==> src/hdl/c3af_pkg.sv <==
// ----------------------------------------------------------------------------
// c3af_pkg: shared types and constants of the 3x3 absolute filter
// Field widths, configuration register indexes and the records that pass
// between the window, multiply and sum stages.
// ----------------------------------------------------------------------------
package c3af_pkg;

  localparam int PixW    = 8;
  localparam int CoordW  = 10;
  localparam int SizeW   = 11;
  localparam int MaskW   = 24;
  localparam int CoefW   = 8;
  localparam int CfgIdxW = 3;
  localparam int Taps    = 9;
  localparam int ProdW   = PixW + 1 + CoefW;   // zero-extended pixel times signed coefficient
  localparam int SumW    = ProdW + 4;          // room for nine products

  localparam logic [SizeW-1:0] ColsReset = 11'd640;
  localparam logic [SizeW-1:0] RowsReset = 11'd480;

  typedef enum logic [CfgIdxW-1:0] {
    CFG_IMAGE_COLS = 3'd0,
    CFG_IMAGE_ROWS = 3'd1,
    CFG_MASK_TOP   = 3'd2,
    CFG_MASK_MID   = 3'd3,
    CFG_MASK_BOT   = 3'd4
  } cfg_idx_e;

  // Input transaction
  typedef struct packed {
    logic [PixW-1:0] pixel;
  } pix_t;

  // Output transaction
  typedef struct packed {
    logic [7:0]        filtered_value;
    logic [CoordW-1:0] center_row;
    logic [CoordW-1:0] center_col;
    logic              frame_last;
  } res_t;

  // Three mask rows, left coefficient in the low byte
  typedef struct packed {
    logic [MaskW-1:0] bot;
    logic [MaskW-1:0] mid;
    logic [MaskW-1:0] top;
  } mask_t;

  // Full 3x3 window, tap index = row * 3 + column
  typedef struct packed {
    logic [Taps-1:0][PixW-1:0] pix;
    logic [CoordW-1:0]         row;
    logic [CoordW-1:0]         col;
    logic                      last;
  } win_t;

  // Nine signed products of one window
  typedef struct packed {
    logic [Taps-1:0][ProdW-1:0] prod;
    logic [CoordW-1:0]          row;
    logic [CoordW-1:0]          col;
    logic                       last;
  } prod_t;

endpackage

==> src/hdl/c3af_mult.sv <==
// ----------------------------------------------------------------------------
// c3af_mult: product stage
// Multiplies the nine window pixels by their signed mask coefficients and
// registers the products.
// ----------------------------------------------------------------------------
module c3af_mult (
  input  logic            clk_i,
  input  logic            rst_ni,
  input  c3af_pkg::mask_t mask_i,
  input  logic            in_valid_i,
  output logic            in_ready_o,
  input  c3af_pkg::win_t  in_win_i,
  output logic            out_valid_o,
  input  logic            out_ready_i,
  output c3af_pkg::prod_t out_prod_o
);

  import c3af_pkg::*;

  logic [2:0][MaskW-1:0] mask_rows;
  prod_t                 prod_d, prod_q;
  logic                  valid_q, en;

  assign mask_rows = {mask_i.bot, mask_i.mid, mask_i.top};

  // Nine parallel multiplies, one per tap
  for (genvar k = 0; k < Taps; k++) begin : g_tap
    logic signed [CoefW-1:0] coef;
    assign coef = $signed(mask_rows[k / 3][CoefW*(k % 3) +: CoefW]);
    assign prod_d.prod[k] = $signed({1'b0, in_win_i.pix[k]}) * coef;
  end

  assign prod_d.row  = in_win_i.row;
  assign prod_d.col  = in_win_i.col;
  assign prod_d.last = in_win_i.last;

  // Advance when the stage is empty or drains
  assign en         = !valid_q || out_ready_i;
  assign in_ready_o = en;

  always_ff @(posedge clk_i or negedge rst_ni) begin
    if (!rst_ni) begin
      valid_q <= 1'b0;
    end else if (en) begin
      valid_q <= in_valid_i;
    end
  end

  always_ff @(posedge clk_i) begin
    if (en && in_valid_i) begin
      prod_q <= prod_d;
    end
  end

  assign out_valid_o = valid_q;
  assign out_prod_o  = prod_q;

endmodule

==> config.mk <==
export PLATFORM = sky130hd
export DESIGN_NAME = c3af_mult
export DESIGN_NICKNAME = d
export VERILOG_FILES = /design/src/hdl/c3af_pkg.sv /design/src/hdl/c3af_mult.sv
export SDC_FILE = /design/constraint.sdc
export NUM_CORES = 1
export LEC_CHECK = 0
export BUFFER_PORTS_ARGS = -buffer_cell sky130_fd_sc_hd__buf_4
export CORE_MARGIN = 2
export CORE_UTILIZATION = 40
export CTS_BUF_LIST = sky130_fd_sc_hd__clkbuf_16
export CTS_CLUSTER_SIZE = 40
export DETAILED_ROUTE_END_ITERATION = 8
export GPL_TIMING_DRIVEN = 1
export PLACE_DENSITY = 0.58
export SLEW_MARGIN = 20
export SYNTH_ARGS = -nofsm -noshare
export SYNTH_HDL_FRONTEND = slang
export SYNTH_SLANG_ARGS = --single-unit
==> constraint.sdc <==
create_clock -name clk_i -period 6.51 [get_ports clk_i]
set_input_delay 0.651 -clock clk_i [delete_from_list [all_inputs] [get_ports clk_i]]
set_output_delay 0.651 -clock clk_i [all_outputs]
set_load 0.03 [all_outputs]
==> flow_metrics.tcl <==
set metrics [dict create \
    status "complete, no violations" \
    io_buffers 344 \
    ys_ff_latch 175 \
    maxCapViolCount 0 \
    final_cell_count_no_fill 3759 \
    grt_max_degree 86 \
    wl_per_cell_microns 16.0 \
    syn_avg_cell_area_sq_um 10.0 \
    total_power_w 0.00900 \
    grt_pass1_vias 20300 \
    async_reset_ff_frac 0.00571 \
    fmaxAchievable_mhz 234 \
    ys.flop_type "edfxtp_1" \
    p_comb_frac 0.665 \
    tightest_slew_ns 0.719 \
    pwr-share-seq 0.217 \
    netlist_area_sq_um 25400 \
    via_count 18500 \
    drt-met1-wl_microns 26400 \
    yosys_warnings 0 \
    initial_core_util 0.404 \
    clkLatencyLatePin_ns 0.49 \
    die-height_microns 256 \
    die_area_sq_um 65600 \
    p_sw_w 0.00423 \
    drive_gt1_frac 0.135 \
    holdWs_ns 0.330 \
    drc 0 \
    synth-edff-count 174 \
    firstDrtPassIters 5 \
    synth_cells 2538 \
    numCtsBuffers 17 \
    drt_iter0_drc 881 \
    max_slew_margin 0.520 \
    dp_slack_ns 1.75 \
    report.final.setup_viol 0 \
    cts.clk_slew.worst_paths_ns 0.09 \
    r2r_cells 3 \
    power_density_nw_per_um2 303 \
    final_nets 3789 \
    ys_types 63 \
    hold_viol_final 0 \
    num_antenna_cells 0 \
    placed_cells 3726 \
    post_cts_buffers 0 \
    wl_met2_microns 29200 \
    via_per_inst 4.91 \
    end_kind "flip-flop" \
    gr-total-overflow 0 \
    ios 345 \
    hpwlAfterDp_microns 49700 \
    grt_pass1_wl_microns 101000 \
    antenna_found_initial 0 \
    hold_depth 1 \
    die-width_microns 256 \
    dr.max_layer_used "met4" \
    hp-class "primary input to flip-flop" \
    final_cell_mix "515 x inv_1, 387 x ha_1, 380 x and2_1" \
    layout_setup_ws_ns 2.23 \
    finalCritPeriodShare 0.657 \
    max-vdd-ir-drop_mv 0.226 \
    area_growth_pct 16.7 \
    root_buffer "clkbuf_16" \
    clkSinkCount 175 \
    cts_hold_buf 1 \
    critPathKind "primary input to flip-flop" \
    track_usage 0.191 \
    fin_skew_ns 0.0132 \
    rows 92 \
    swShare 0.470 \
    cp.required_ns 6.80 \
    finalCriticalPeriod_ns 4.28 \
    start_kind "primary input" \
    p_clk_frac 0.119 \
    core-area_sq_um 63000 \
    wl_met3_microns 3350 \
    clockBufferDepth 2 \
    cts_max_level 4 \
    layout_commonest_cell "inv_1" \
    finalMaxSlewViolations 0 \
    seq_area_frac_synth 0.206 \
    postRouteAntennaNets 0 \
    grt_setup_unrepaired "false" \
    p_int_w 0.00478 \
    cp_max_fo 8 \
    gp_congestion 0.830 \
    p_leak_nw 14.8 \
    ctsResizeCount 0 \
    crit_arrival_ns 4.56 \
    synth_nets 3427 \
    wl_microns 60000 \
    fin_setup_tns_ns 0 \
    cts_tree "yes" \
]
routing by layer:
layer / up-vias / track usage
li1: 8886 / -
met1: 9173 / 0.240
met4: 0 / 0.0508
met2: 356 / 0.329
met5: - / 0
met3: 54 / 0.0460
cell usage after synthesis (all sizes together), types with 2 or more instances:
library cell,n,area (sq um)
mux2i,3,30.0
nand3b,6,45.0
a211oi,30,245
o2111ai,3,26.3
o21ai,49,245
a21oi,53,269
a2111oi,7,80.1
nand2b,36,225
inv,515,1930
nor2b,22,138
nor2,103,387
nor3,31,155
a31o,6,52.6
edfxtp,174,5230
a31oi,8,50.1
and2,381,2380
o221ai,2,23.8
nor4,5,31.3
a221oi,2,17.5
o21a,12,90.1
nand2,162,608
xnor2,60,526
and3,8,50.1
o22ai,3,18.8
nand4,8,50.1
o31ai,3,27.5
xor2,25,219
fa,333,6670
o221a,2,22.5
o211a,3,30.0
and4,4,35.0
ha,387,4840
o21bai,4,30.0
o211ai,8,60.1
o311ai,7,68.8
or3,5,31.3
a21o,38,285
or2,2,12.5
or4,3,22.5
nand3,9,45.0
o31a,2,17.5
clkbuf,3,11.3
power by group through the flow:
| stage | combinational (W) | clock, W | sequential [W] |
|---|---|---|---|
| final | 0.00599 | 0.00107 | 0.00195 |
| after global routing | 0.00679 | 0.00116 | 0.00198 |
| after CTS | 0.00607 | 0.00112 | 0.00196 |
| after detailed placement | 0.00602 | 0 | 0.00197 |
| after global placement | 0.00596 | 0 | 0.00197 |
| after floorplan | 0.00366 | 0 | 0.00256 |
sequential cells by signal (all words and copies together) (netlist names):
signal       cells
out_prod_o     174
out_valid_o      1
cell families after synthesis:
| kind of cell | share of synthesized area |
|---|---|
| simple gates | 0.167 |
| mux | 0.00162 |
| flops | 0.206 |
| compound gates | 0.0663 |
| buf+inv | 0.0768 |
| fa+ha+maj | 0.452 |
| xor+xnor | 0.0293 |
final cells by class:
class                      count  area [sq um]
sequential                   175          5250
tap                          846          1060
timing repair buffer         347          2620
clock inverter                15           149
multi-input combinational   1843         18200
fill                        6016         33300
clock buffer                  17           425
inverter                     516          1940
worst paths after layout:
check,end,slack (ns),start
min reg2reg,out_valid_o,0.57,out_valid_o
min in group asynchronous,out_valid_o,0.46,rst_ni
max reg2reg,out_prod_o[22],4.24,out_valid_o
max in group asynchronous,out_valid_o,5.97,rst_ni
max,out_prod_o[156],2.23,mask_i[63]
min,out_prod_o[20],0.33,in_win_i[20]
worst max-delay path: stages:
cell and delay (ns):
buf_4 0.10, clkinv_1 0.23, fa_1 0.52, fa_1 0.54, inv_1 0.05, fa_1 0.52, inv_1 0.05, fa_1 0.47
inv_1 0.04, ha_1 0.34, and2_1 0.18, o21ai_1 0.08, a211oi_1 0.35, nor3_1 0.15, a211oi_1 0.31
metrics by stage:
stage | cell area (sq um) | utilization
floorplan | 25400 | -
global placement | 29100 | 0.462
detailed placement | 29100 | 0.462
CTS | 29700 | 0.471
global route | 29700 | 0.471
finish | 29700 | 0.471
(Power assumes the default switching activity.)
