**src/hdl/c3af_pkg.sv**
```systemverilog
// ----------------------------------------------------------------------------
// c3af_pkg: shared types and constants of the 3x3 absolute filter
// Field widths, configuration register indexes and the records that pass
// between the window, multiply and sum stages.
// ----------------------------------------------------------------------------
package c3af_pkg;

  localparam int PixW    = 8;
  localparam int CoordW  = 10;
  localparam int SizeW   = 11;
  localparam int MaskW   = 24;
  localparam int CoefW   = 8;
  localparam int CfgIdxW = 3;
  localparam int Taps    = 9;
  localparam int ProdW   = PixW + 1 + CoefW;   // zero-extended pixel times signed coefficient
  localparam int SumW    = ProdW + 4;          // room for nine products

  localparam logic [SizeW-1:0] ColsReset = 11'd640;
  localparam logic [SizeW-1:0] RowsReset = 11'd480;

  typedef enum logic [CfgIdxW-1:0] {
    CFG_IMAGE_COLS = 3'd0,
    CFG_IMAGE_ROWS = 3'd1,
    CFG_MASK_TOP   = 3'd2,
    CFG_MASK_MID   = 3'd3,
    CFG_MASK_BOT   = 3'd4
  } cfg_idx_e;

  // Input transaction
  typedef struct packed {
    logic [PixW-1:0] pixel;
  } pix_t;

  // Output transaction
  typedef struct packed {
    logic [7:0]        filtered_value;
    logic [CoordW-1:0] center_row;
    logic [CoordW-1:0] center_col;
    logic              frame_last;
  } res_t;

  // Three mask rows, left coefficient in the low byte
  typedef struct packed {
    logic [MaskW-1:0] bot;
    logic [MaskW-1:0] mid;
    logic [MaskW-1:0] top;
  } mask_t;

  // Full 3x3 window, tap index = row * 3 + column
  typedef struct packed {
    logic [Taps-1:0][PixW-1:0] pix;
    logic [CoordW-1:0]         row;
    logic [CoordW-1:0]         col;
    logic                      last;
  } win_t;

  // Nine signed products of one window
  typedef struct packed {
    logic [Taps-1:0][ProdW-1:0] prod;
    logic [CoordW-1:0]          row;
    logic [CoordW-1:0]          col;
    logic                       last;
  } prod_t;

endpackage

```
**src/hdl/c3af_stream_if.sv**
```systemverilog
// ----------------------------------------------------------------------------
// c3af_stream_if: valid/ready stream channel
// Carries one payload per transaction; the payload type is set per instance.
// ----------------------------------------------------------------------------
interface c3af_stream_if #(
  parameter type payload_t = logic [7:0]
) ();

  logic     valid;
  logic     ready;
  payload_t payload;

  modport source (output valid, output payload, input ready);
  modport sink   (input valid, input payload, output ready);

endinterface

```
**src/hdl/c3af_sum.sv**
```systemverilog
// ----------------------------------------------------------------------------
// c3af_sum: sum and magnitude stage
// Adds the nine products, takes the magnitude, keeps its low byte and
// holds the result transaction in the output register.
// ----------------------------------------------------------------------------
module c3af_sum (
  input  logic            clk_i,
  input  logic            rst_ni,
  input  logic            in_valid_i,
  output logic            in_ready_o,
  input  c3af_pkg::prod_t in_prod_i,
  c3af_stream_if.source   res_o
);

  import c3af_pkg::*;

  logic signed [SumW-1:0] sum, mag;
  res_t                   res_d, res_q;
  logic                   valid_q, en;

  // Sum of products and its magnitude
  always_comb begin
    sum = '0;
    for (int k = 0; k < Taps; k++) begin
      sum = sum + SumW'($signed(in_prod_i.prod[k]));
    end
    mag = sum[SumW-1] ? -sum : sum;
    res_d.filtered_value = mag[7:0];
    res_d.center_row     = in_prod_i.row;
    res_d.center_col     = in_prod_i.col;
    res_d.frame_last     = in_prod_i.last;
  end

  // Output register; take a new transaction when empty or drained
  assign en         = !valid_q || res_o.ready;
  assign in_ready_o = en;

  always_ff @(posedge clk_i or negedge rst_ni) begin
    if (!rst_ni) begin
      valid_q <= 1'b0;
    end else if (en) begin
      valid_q <= in_valid_i;
    end
  end

  always_ff @(posedge clk_i) begin
    if (en && in_valid_i) begin
      res_q <= res_d;
    end
  end

  assign res_o.valid   = valid_q;
  assign res_o.payload = res_q;

endmodule

```
**src/flat_wrapper.sv**
```systemverilog
// flat-port wrapper written by rule: the top's interface ports become plain ports
module c3af_sum_flat import c3af_pkg::*;
  (clk_i, rst_ni, in_valid_i, in_ready_o, in_prod_i, res_o_valid, res_o_payload, res_o_ready);
  c3af_stream_if res_o_i ();
  input  logic clk_i;
  input  logic rst_ni;
  input  logic in_valid_i;
  output logic in_ready_o;
  input  c3af_pkg::prod_t in_prod_i;
  output wire logic [$bits(res_o_i.valid)-1:0] res_o_valid;
  output wire logic [$bits(res_o_i.payload)-1:0] res_o_payload;
  input wire logic [$bits(res_o_i.ready)-1:0] res_o_ready;
  assign res_o_valid = res_o_i.valid;
  assign res_o_payload = res_o_i.payload;
  assign res_o_i.ready = res_o_ready;
  c3af_sum u_core (.clk_i(clk_i), .rst_ni(rst_ni), .in_valid_i(in_valid_i), .in_ready_o(in_ready_o), .in_prod_i(in_prod_i), .res_o(res_o_i));
endmodule
```
**config.mk**
```make
export PLATFORM = sky130hd
export DESIGN_NAME = c3af_sum_flat
export DESIGN_NICKNAME = d
export VERILOG_FILES = /design/src/hdl/c3af_pkg.sv /design/src/hdl/c3af_stream_if.sv /design/src/hdl/c3af_sum.sv /design/src/flat_wrapper.sv
export SDC_FILE = /design/constraint.sdc
export NUM_CORES = 1
export LEC_CHECK = 0
export BUFFER_PORTS_ARGS = -buffer_cell sky130_fd_sc_hd__buf_2
export CAP_MARGIN = 10
export CORE_AREA = 5 5 70 72
export DETAILED_ROUTE_END_ITERATION = 7
export DIE_AREA = 0 0 75 77
export GPL_ROUTABILITY_DRIVEN = 0
export PLACE_DENSITY_LB_ADDON = 0.2
export SLEW_MARGIN = 5
export SYNTH_ARGS = -nofsm -noshare
export SYNTH_HDL_FRONTEND = slang
export SYNTH_SLANG_ARGS = --single-unit
export TNS_END_PERCENT = 1
```
**constraint.sdc**
```tcl
create_clock -name clk_i -period 1.7 [get_ports clk_i]
set_clock_uncertainty 0.2 [all_clocks]
set_input_delay 0.255 -clock clk_i [delete_from_list [all_inputs] [get_ports clk_i]]
set_output_delay 0.255 -clock clk_i [all_outputs]
set_load 0.01 [all_outputs]
```
==> results.txt <==
- After floorplanning, the core was divided into 24 placement rows.
* I/O Buffers: 21
- For the worst flop-to-flop path, the logic depth is 2.
- Clock tree from TritonCTS: built
- Outcome: completed
* Worst min-delay path class: input pin to flip-flop
- The floorplan step set the die height to 77 microns.
- The critical path starts at u_core.res_o.valid.
- Crit path DAT: 0.84 ns
- Endpoint of the lowest-slack register-to-register path: u_core.res_o.payload[1]
* Vias post-DR: 233
* Final setup TNS: 0 ns
* Synth Warn #: 0
- Starting Density: 6.94%
* Ratio of cells with drive above 1 in the final layout: 60.5%
- Via count of the first global-routing pass: 312
* Crit-path max FO: 3
- Switching Power: 0.000106 W
* TritonCTS buffer count: 3
* Max-Cap Viols: 0
* Cell area power density: 977 mW/mm^2
* Peak clock frequency supported by timing: 773 MHz
- The detail route stage leaves a number of antenna-violating nets equal to 0.
* Cell internal pwr: 0.000451 W
- Logic pwr share: 10.1%
- The floorplan step defined a core boundary enclosing 0.00423 sq mm.
- Across the VDD grid, the largest voltage drop is 0.365 mV.
- Total routing usage reported by global routing: 3.02%
- Number of H-tree levels: 1
- Across all setup checks in the final design, the least slack found is 0.406 ns.
* Final Max Tran Viols: 0
* Initial antenna violation count: 0
- Number of hold violations in the final report: 0
- For this design the static power due to leakage is 0.232 nW.
* DR WL/cell: 8.29 microns
- Total wire length after detailed routing: 788 microns
* Setup slack at placement: 0.505 ns
* Mean post-synth cell area: 24.5 sq um
* CTS sink count: 9
- Setup repair after global routing left no endpoint under its margin.
* Wire length of the first global-routing pass: 1280 microns
* Part of the total power dissipated in the clock network: 43.1%
- Counting along the longest clock path gives a buffer depth of 2.
- The floorplan step defined a die boundary enclosing 0.00578 sq mm.
- Post-Syn Nets: 190
- Starting DRT DRC Count: 1
* Proportion of total power due to net switching: 19.0%
- WS Path Type: flip-flop to primary output
- The share of the Yosys chip area taken by registers is 90.2%.
- Boundary Pins: 188
* Least-Margin Pin Slew: 0.137 ns
- After clock tree synthesis, the clock-pin slew on the worst setup and hold paths is 0.04 ns.
- Area added between synthesis and finish: 93.6%
* Horizontal die dimension: 75 microns
- Sequential fraction of design power: 46.8%
- Counting every instance in the synthesized netlist gives 12.
* Diode insertion count for antenna repair: 0
* Count of endpoints failing setup in the final report: 0
- The clock period could shrink to 1.29 ns.
- Remaining global-route overflow: 0
- Pin count of the biggest net entering global routing: 9
- Initial DRT Pass Iterations: 2
- Measured against its own limit, the worst slew margin works out to 90.9%.
- Clock latency on the worst-skew pair, taken at its later pin, is 0.23 ns.
- For the worst setup path, the data required time is 1.24 ns.
* Source of the worst register-to-register timing path: u_core.res_o.valid
* Detailed-route DRC error count: 0
- Netlist Area Pre-Place: 294 sq um
* Vias/cell: 2.45
- The worst setup path is captured at a primary output.
- Across all register-to-register paths, the minimum setup slack is 0.51 ns.
- Startpoint type of the worst setup path: flip-flop
- In this run, synthesis produced a sequential element count of 9.
* Final period utilization: 76.1%
- CTS root buf: clkbuf_8
- In the final design database the tool counted 222 nets.
* Worst setup path end: in_ready_o
- Synthesis instantiated 5 different standard cells from the library.
cell families (layout without fill, tap and decap cells):
logic type | after synthesis | count (layout) | synth area share (%)
AND/OR/NAND/NOR | 3 | 3 | 9.79
flip-flops | 9 | 9 | 90.2
buffers and inverters | 0 | 31 | 0
placed cells by master (no fill, tap or decap):
master / synthesis / routed
nand2b_4: 1 / 1
and2_4: 1 / 1
dfrtp_1: 1 / 1
nand2b_1: 1 / 1
edfxtp_1: 8 / 8
clkbuf_8: 0 / 3
buf_2: 0 / 21
dlygate4sd3_1: 0 / 6
clkbuf_1: 0 / 1
worst max-delay path: stages (launching register included):
cell      delay, ns
dfrtp_1        0.40
nand2b_4       0.08
buf_2          0.12
Yosys cell counts:
library cell  instances  area share, %
and2_4                1            3.0
nand2b_1              1            2.1
edfxtp_1              8             82
nand2b_4              1            4.7
dfrtp_1               1            8.5
power by group through the flow:
stage | logic (W) | registers (W) | clock network [W]
detailed placement | 0.0000467 | 0.000264 | 0
CTS | 0.0000570 | 0.000261 | 0.000251
global route | 0.0000622 | 0.000261 | 0.000267
floorplan | 0.0000107 | 0.000271 | 0
finish | 0.0000560 | 0.000261 | 0.000240
global placement | 0.0000469 | 0.000264 | 0
how the worst min path moves through the flow:
stage | slack, ns | to | cells after the start | start
after global placement | -0.17 | u_core.res_o.valid | 1 | rst_ni
after CTS | 0.004 | u_core.res_o.payload[7] | 1 | in_prod_i[7]
after floorplan | -0.24 | u_core.res_o.valid | 0 | rst_ni
final | 0.003 | u_core.res_o.payload[7] | 1 | in_prod_i[7]
after detailed placement | -0.17 | u_core.res_o.valid | 1 | rst_ni
after global routing | 0.0002 | u_core.res_o.payload[7] | 1 | in_prod_i[7]
through the flow:
stage	cells	utilization [%]	instance area, sq um	hold WS, ns	total power [W]
3_3_place_gp	85	11.0	464	-0.167	0.000311
5_1_grt	95	13.4	569	0.000161	0.000591
4_1_cts	95	13.4	569	0.00416	0.000568
6_report	95	13.4	569	0.00299	0.000556
3_5_place_dp	85	11.0	464	-0.168	0.000311
2_1_floorplan	12	-	294	-0.241	0.000282
final cells by class:
cell class,instances,area [sq um]
clock buffer,4,45.0
fill,471,3660
timing repair buffer,27,165
tap,52,65.1
multi-input combinational,3,28.8
sequential,9,265
state kept, by name, summed over array words and instances, names as in the netlist:
signal                flops
u_core.res_o.payload      8
u_core.res_o.valid        1
metal layers:
metal | vias up | share of wire (%) | GRT usage (%)
met3 | 0 | 27 | 3.53
met1 | 102 | 32 | 2.53
li1 | 107 | - | -
met5 | - | 0 | 0
met2 | 24 | 41 | 3.92
met4 | 0 | 0 | 2.14
timing repair:
item | in CTS | in global routing
resized for setup | 0 | 0
setup buffers | 0 | 0
hold endpoints to repair | 6 | 0
hold buffers | 6 | 0
No activity file was read; power rests on OpenSTA's default activity.
